==> src/rtl/core/bpe_pkg.sv <==
// Package for the bicubic patch evaluator: widths, codes, payload and control types.
// No dependencies; the multiply-accumulate unit, the sequencer, the top level and the checker import it.
package bpe_pkg;

    // Default sizes, handed to the top level as parameter defaults
    localparam int DEF_MAX_CELLS_X = 16;
    localparam int DEF_MAX_CELLS_Y = 16;
    localparam int DEF_ORDER       = 4;

    // Fixed field widths
    localparam int VAL_W     = 32;   // Q16.16 values
    localparam int FRAC_W    = 16;
    localparam int PT_W      = 24;   // Q8.16 coordinates
    localparam int ADDR_IN_W = 12;
    localparam int CFG_W     = 5;
    localparam int CFG_IDX_W = 1;
    localparam int SLOT_W    = 4;    // 16 coefficient slots per cell
    localparam int CELL_W    = 7;    // cell counts and indexes up to 127
    localparam int DX_W      = 26;   // offset from the clamped cell, Q10.16
    localparam int PROD_W    = VAL_W + DX_W;
    localparam int SUM_W     = PROD_W - FRAC_W + 1;

    // Command codes
    localparam logic CMD_WRITE = 1'b0;
    localparam logic CMD_EVAL  = 1'b1;

    // Configuration register indexes
    localparam logic [CFG_IDX_W-1:0] CFG_CELLS_X = 1'b0;
    localparam logic [CFG_IDX_W-1:0] CFG_CELLS_Y = 1'b1;

    localparam logic [CFG_W-1:0] CELLS_RESET = 5'd16;

    localparam logic signed [VAL_W-1:0] VAL_MAX = 32'sh7FFF_FFFF;
    localparam logic signed [VAL_W-1:0] VAL_MIN = 32'sh8000_0000;

    typedef struct packed {
        logic                          command;
        logic [ADDR_IN_W-1:0]          coeff_address;
        logic signed [VAL_W-1:0]       coeff_value;
        logic signed [PT_W-1:0]        point_x;
        logic signed [PT_W-1:0]        point_y;
    } t_in_item;

    typedef struct packed {
        logic signed [VAL_W-1:0]       interp_value;
        logic                          saturated;
    } t_out_item;

    // Controls from the sequencer to the multiply-accumulate unit
    typedef struct packed {
        logic clr;    // clear the saturation flag
        logic load;   // load the accumulator from the addend
        logic mul;    // register accumulator times operand
        logic add;    // accumulator = sat(floor(product) + addend)
    } t_mac_ctl;

    typedef enum logic [2:0] {
        ST_IDLE,
        ST_LOAD,
        ST_FIRST,
        ST_MUL,
        ST_ADD,
        ST_OMUL,
        ST_OADD,
        ST_DONE
    } t_state;

endpackage

==> src/rtl/core/bpe_mac.sv <==
// Shared multiply-accumulate unit: registered product, then floor, add and saturate.
// Depends on bpe_pkg.
module bpe_mac (
    input  logic                             i_clk,
    input  logic                             i_rst_n,
    input  bpe_pkg::t_mac_ctl                i_ctl,
    input  logic signed [bpe_pkg::DX_W-1:0]  i_mul_op,
    input  logic signed [bpe_pkg::VAL_W-1:0] i_add_op,
    output logic signed [bpe_pkg::VAL_W-1:0] o_acc,
    output logic signed [bpe_pkg::VAL_W-1:0] o_acc_next,
    output logic                             o_sat
);
    import bpe_pkg::*;

    logic signed [PROD_W-1:0] r_prod, n_prod;
    logic signed [VAL_W-1:0]  r_acc, n_acc;
    logic                     r_sat, n_sat;
    logic signed [SUM_W-2:0]  prod_hi;
    logic signed [SUM_W-1:0]  sum;
    logic                     ovf;
    logic signed [VAL_W-1:0]  sat_val;

    // Floor the product by dropping the fraction, add, and clip to 32 bits
    always_comb begin
        prod_hi = r_prod[PROD_W-1:FRAC_W];
        sum     = SUM_W'(prod_hi) + SUM_W'(i_add_op);
        ovf     = (sum[SUM_W-1:VAL_W-1] != '0) && (sum[SUM_W-1:VAL_W-1] != '1);
        if (ovf) begin
            sat_val = sum[SUM_W-1] ? VAL_MIN : VAL_MAX;
        end else begin
            sat_val = sum[VAL_W-1:0];
        end
    end

    always_comb begin
        n_prod = r_prod;
        n_acc  = r_acc;
        n_sat  = r_sat;
        if (i_ctl.mul) begin
            n_prod = PROD_W'(r_acc) * PROD_W'(i_mul_op);
        end
        if (i_ctl.load) begin
            n_acc = i_add_op;
        end else if (i_ctl.add) begin
            n_acc = sat_val;
        end
        if (i_ctl.clr) begin
            n_sat = 1'b0;
        end else if (i_ctl.add && ovf) begin
            n_sat = 1'b1;
        end
    end

    always_ff @(posedge i_clk) begin
        if (!i_rst_n) begin
            r_sat <= 1'b0;
        end else begin
            r_sat <= n_sat;
        end
        r_prod <= n_prod;
        r_acc  <= n_acc;
    end

    assign o_acc      = r_acc;
    assign o_acc_next = n_acc;
    assign o_sat      = r_sat;
endmodule

==> config.mk <==
export PLATFORM = sky130hd
export DESIGN_NAME = bpe_mac
export DESIGN_NICKNAME = d
export VERILOG_FILES = /design/src/rtl/core/bpe_pkg.sv /design/src/rtl/core/bpe_mac.sv
export SDC_FILE = /design/constraint.sdc
export NUM_CORES = 2
export LEC_CHECK = 0
export BUFFER_PORTS_ARGS = -buffer_cell sky130_fd_sc_hd__buf_2
export CAP_MARGIN = 15
export CORE_MARGIN = 1
export CORE_UTILIZATION = 65
export CTS_BUF_LIST = sky130_fd_sc_hd__clkbuf_8
export CTS_CLUSTER_SIZE = 24
export DETAILED_ROUTE_END_ITERATION = 7
export PLACE_DENSITY_LB_ADDON = 0.12
export SLEW_MARGIN = 10
export SYNTH_ARGS = -nofsm -noshare
export SYNTH_HDL_FRONTEND = slang
export SYNTH_SLANG_ARGS = --single-unit
==> constraint.sdc <==
create_clock -name i_clk -period 11.2 [get_ports i_clk]
set_input_delay 0.56 -clock i_clk [delete_from_list [all_inputs] [get_ports i_clk]]
set_output_delay 0.56 -clock i_clk [all_outputs]
set_load 0.05 [all_outputs]
==> After elaboration in Yosys (flattened, before gate mapping) <==
Cells that the tools add are included.
{ "totals": {"output_inout_bits": 65, "in_bits": 64, "regBits": 91, "memories": 0, "mem_bits_rw": 0, "word_cells": 15, "mem_bits_ro": 0, "latchBits": 0} }
{ "classes": {"eq_ne": 1, "muxes": 4, "multipliers": 1, "bitwise": 1, "n_reduce_logical": 4, "addsub": 1, "shifts": 0, "n_div": 0, "order_cmp": 0} }
{ "ops": {"columns": ["cell", "n"], "rows": [
  ["$mux 32", 4],
  ["$mul 32x26->58", 1],
  ["$add 42x32->43", 1],
  ["$ne 12x12->1 const B", 1],
  ["$reduce_bool 12->1", 1],
  ["$logic_and 1x1->1", 2],
  ["$reduce_or 2->1", 1],
  ["$not 1->1", 1]
]} }

==> Longest topological paths before layout <==
{ "logic_depth": {"word_depth": 6, "ltp_mapped": 29, "ltp_nobuf": 27} }

==> Least setup slack after synthesis <==
No wires, ideal clock.
{ "synth_timing": {"path_type": "reg2reg", "start": "reg r_acc[27], in the netlist o_acc[27]", "end": "reg r_prod[53], data pin", "setup_ns": 0.261, "synth_period_minus_slack_ns": 7.628, "arrival_time_ns": 7.367, "setup_slack_ns": 3.572, "t_required_ns": 10.939, "n_path_buf": 2, "path_stages_with_launch": 28, "path_cell_list": "dfxtp_1 clkbuf_1 clkbuf_1 nand2_1 fa_1 inv_1 fa_1 inv_1 fa_1 fa_1 inv_1 fa_1 fa_1 inv_1 fa_1 inv_1 ha_1 a21o_1 a21o_1 a21oi_1 o31ai_1 a221oi_1 a21boi_0 nor2b_1 o31ai_1 a41oi_1 nor3_1 a311o_1"} }
{ "synth_between": {"elab_chain_len": 1} }
{ "synth_lines": {"columns": ["item", "line_no", "source"], "rows": [
  ["start: declaration", "bpe_mac.sv:16", "logic signed [VAL_W-1:0] r_acc, n_acc;"],
  ["start signal: assignment", "bpe_mac.sv:61", "r_acc <= n_acc;"],
  ["$mul 32x26->58", "bpe_mac.sv:40", "n_prod = PROD_W'(r_acc) * PROD_W'(i_mul_op);"],
  ["end signal: assignment", "bpe_mac.sv:60", "r_prod <= n_prod;"],
  ["end: declaration", "bpe_mac.sv:15", "logic signed [PROD_W-1:0] r_prod, n_prod;"]
]} }
Every way passes these cells.
A chain may end at the register's enable or synchronous reset.

==> Worst setup path after layout <==
{ "layout_timing": {"start": "reg r_acc[14], in the netlist o_acc[14]", "end": "reg r_prod[53], data pin"} }
The elaborated chain is that of the path after synthesis.

==> results.md <==
* Status: completed
* Met3 WL at approximately 5300 microns
* Worst path most repeated cell: fa_1
* Clk slew on worst S/H paths at approximately 0.09 ns
* Pin count of the biggest net entering global routing at 43
* Total gr overflow at 0
* Skew final at around 0.013 ns
* Seq cells post-synth at 75
* Avg Cell Area, Syn at slightly above 9 sq um
* Worst slew pin tran at 1.273 ns
* Worst R2R Setup Slack at around 2.6 ns
* CTS H-tree lvls at 3
* Die height at between 200 and 250 microns
* Setup ws final at ~2.6 ns
* Synth async-reset ratio at 0%
* Initial drt markers at 1620
* DR DRC count at 0
* Syn Std Cell Area at 0.03415 sq mm
* Hpwl dp at roughly 76000 microns
* Final Core Density at roughly two thirds
* First-pass GRT wire length at 150600 microns
* Main synth FF type: edfxtp_1
* Setup repair bufs after CTS at 0
* CTS Sinks at 75
* # rows at just over 80
* Final Hold Viols at 0
* WL final at 93760 microns
* Highest routed layer: met4
* WL per Instance at between 20 and 25 microns
* Startpoint types: flop
* IO buf count at between 100 and 150
* Final setup fails at 0
* Clock Path Buffers at 2
* RSZ-0062 raised after global routing: no
* Buffers & Inverters on Critical Path at 5
* Share of cells above drive strength 1 at under 10%
* Register area share after synthesis at approximately 5.6%
* Vias in the first global route at ~28000
* Number of max-cap violations at 0
* Crit Path Category: reg -> reg
* Worst Setup EP: r_prod[53]$_DFFE_PP_
* Worst Path Max Fanout at 28
* Hold_buf cts at 0
* CP arrival at 8.74 ns
* Post-Syn Nets at ~4800
* Initial antenna violation count at 4
* CP peak stage delay at 1.16 ns
* Fin nets at ~4800
* Worst-Skew Late Latency at about 0.40 ns
* DIE AREA at 0.05345 sq mm
* Critical Path Start: o_acc[14]$_DFF_P_
* Critical Path Stages at 24
* Storage element area at 0.001923 sq mm
* Final period util at between 70% and 80%
* CP top delay family: adder cells
* Critical path endpoint category: flop
* Antenna Nets Post-Route at 0
* Ports at approximately 130
* Post-CTS sizing at 0
* M1 WL at roughly 34000 microns
* TritonCTS clock tree: yes
* Core area at 0.05161 sq mm
* GRT Total Usage at a little under two fifths
* Slowest cell on the critical path: dfxtp_1
* CTS Buf Count at 9
* Vias per inst at just under 6
* R2R Path End: r_prod[53]$_DFFE_PP_
* Req. time, crit path at ~11 ns
* Crit path cell chain: nand2_1 > fa_1 > inv_1 > fa_1 > inv_1 > fa_1 > fa_1 > inv_1 > fa_1 > fa_1 > inv_1 > fa_1 > inv_1 > ha_1 > and3_1 > and2_1 > nand3_1 > nor4_1 > o211ai_1 > a21boi_0 > nor2b_1 > o31ai_1 > a41oi_1 > a311o_1
* Smallest hold slack at just over 0.3 ns
* Layout Area Growth over Synthesis at 3.635%
* Tmin final at 8.582 ns
* Synth warnings at 0
* Max Freq at approximately 120 MHz
* Synth cell types at a little over 80
* Cells on worst reg2reg path at 24
* Routed via count at between 20000 and 30000
* Pre-CTS setup slack at 2.656 ns
* Type of the worst min-delay path: in -> reg
* Initial Util at around two thirds
* Post-route setup TNS at 0 ns
* Cells after Synth at about 3700
* Pre-Repair DR Iteration Count at 6
* Slew margin rel. at between 15 and 20%
* Post-synth EDFFs at 42
* Metal2 WL at around 49000 microns
* Worst r2r src: o_acc[14]$_DFF_P_
* FILL cells at between 4000 and 5000
* Slew Viols, Final at 0
* Die width at between 200 and 250 microns
* Root Buffer: clkbuf_8
* GPL Wtd Cong at slightly below 1
* Area occupied by multi-input gates at 0.02824 sq mm
[cell families (layout without fill, tap and decap cells)]
| group | after synthesis | in the layout | share of synthesized area [%] |
|---|---|---|---|
| buf+inv | 1047 | 1030 | 11.68 |
| flops | 75 | 75 | 5.628 |
| other cells | 0 | 3 | 0 |
| mux | 5 | 5 | 0.1502 |
| simple gates | 1104 | 1104 | 15.62 |
| xor+xnor | 86 | 86 | 2.206 |
| compound gates | 345 | 345 | 7.464 |
| fa+ha+maj | 1050 | 1050 | 57.25 |
[cell usage in the layout, fill, tap and decap left out, types with 4 or more instances in the layout]
| cell type | netlist | layout |
|---|---|---|
| edfxtp_1 | 42 | 42 |
| nor4_1 | 5 | 5 |
| dfxtp_1 | 33 | 32 |
| buf_2 | 9 | 128 |
| o21a_1 | 6 | 6 |
| or3_1 | 4 | 4 |
| buf_4 | 0 | 33 |
| a221oi_1 | 6 | 6 |
| or2_2 | 4 | 4 |
| nand3_1 | 25 | 25 |
| a21oi_2 | 30 | 30 |
| xor2_1 | 30 | 30 |
| o211ai_1 | 8 | 8 |
| a21boi_0 | 5 | 5 |
| and3_1 | 7 | 7 |
| mux2i_1 | 4 | 4 |
| o31ai_1 | 7 | 7 |
| o21bai_1 | 16 | 16 |
| nand4_1 | 11 | 11 |
| xnor2_1 | 56 | 56 |
| a211oi_1 | 9 | 9 |
| fa_1 | 854 | 854 |
| inv_1 | 850 | 851 |
| and2_1 | 350 | 350 |
| clkbuf_8 | 0 | 9 |
| nor3_1 | 11 | 11 |
| nor2_1 | 100 | 100 |
| a31oi_1 | 8 | 8 |
| ha_1 | 196 | 196 |
| a21o_1 | 33 | 33 |
| a21oi_1 | 95 | 95 |
| o31ai_2 | 31 | 31 |
| nand2b_1 | 19 | 18 |
| nand2_1 | 538 | 538 |
| o21ai_0 | 49 | 49 |
| nor2b_1 | 10 | 10 |
[Yosys cell counts (30+ instances only)]
cell type  number  area (sq um)
xor2_1         30         262.8
o31ai_2        31         387.9
a21o_1         33         247.7
xnor2_1        56         490.5
nor2_1        100         375.4
clkbuf_1      174         653.1
inv_1         850          3191
edfxtp_1       42          1261
o21ai_0        49         245.2
and2_1        350          2190
fa_1          854         17100
a21oi_2        30         262.8
dfxtp_1        33         660.6
nand2_1       538          2019
ha_1          196          2452
a21oi_1        95         475.5
[routing by layer]
metal,GRT usage (%),vias up
li1,-,10938
met5,0,-
met2,65.59,1039
met3,3.974,307
met1,44.57,13250
met4,19.95,0
[flip-flops by register name, indices dropped and copies added, names as in the netlist]
register,flops
o_acc,32
r_prod,42
o_sat,1
[through the flow]
stage               area, sq um  std cells
floorplan                 34150       3712
CTS                       35370       4374
detailed placement        35120       4358
finish                    35390       4378
global route              35380       4376
global placement          35090       4357
[worst min-delay path by stage]
stage / from / to / slack [ns] / cells past startpoint
floorplan: i_ctl[3] / o_sat$_SDFFE_PP0P_ / 0.64 / 1
global placement: o_sat$_SDFFE_PP0P_ / o_sat$_SDFFE_PP0P_ / 0.45 / 2
detailed placement: o_sat$_SDFFE_PP0P_ / o_sat$_SDFFE_PP0P_ / 0.47 / 2
CTS: i_ctl[3] / o_sat$_SDFFE_PP0P_ / 0.29 / 2
global route: i_ctl[3] / o_sat$_SDFFE_PP0P_ / 0.31 / 2
finish: i_ctl[3] / o_sat$_SDFFE_PP0P_ / 0.31 / 2
[area by class of cell]
type / instances / share of cell area (%)
timing repair buffer: 163 / 2.631
sequential: 75 / 5.434
clock buffer: 9 / 0.3500
clock inverter: 7 / 0.3324
tap: 680 / 2.404
inverter: 851 / 9.027
multi-input combinational: 2590 / 79.80
antenna: 3 / 0.02121
Power is not shown: default switching activity piles up to over one toggle a cycle in this logic, so the estimate is an artifact.
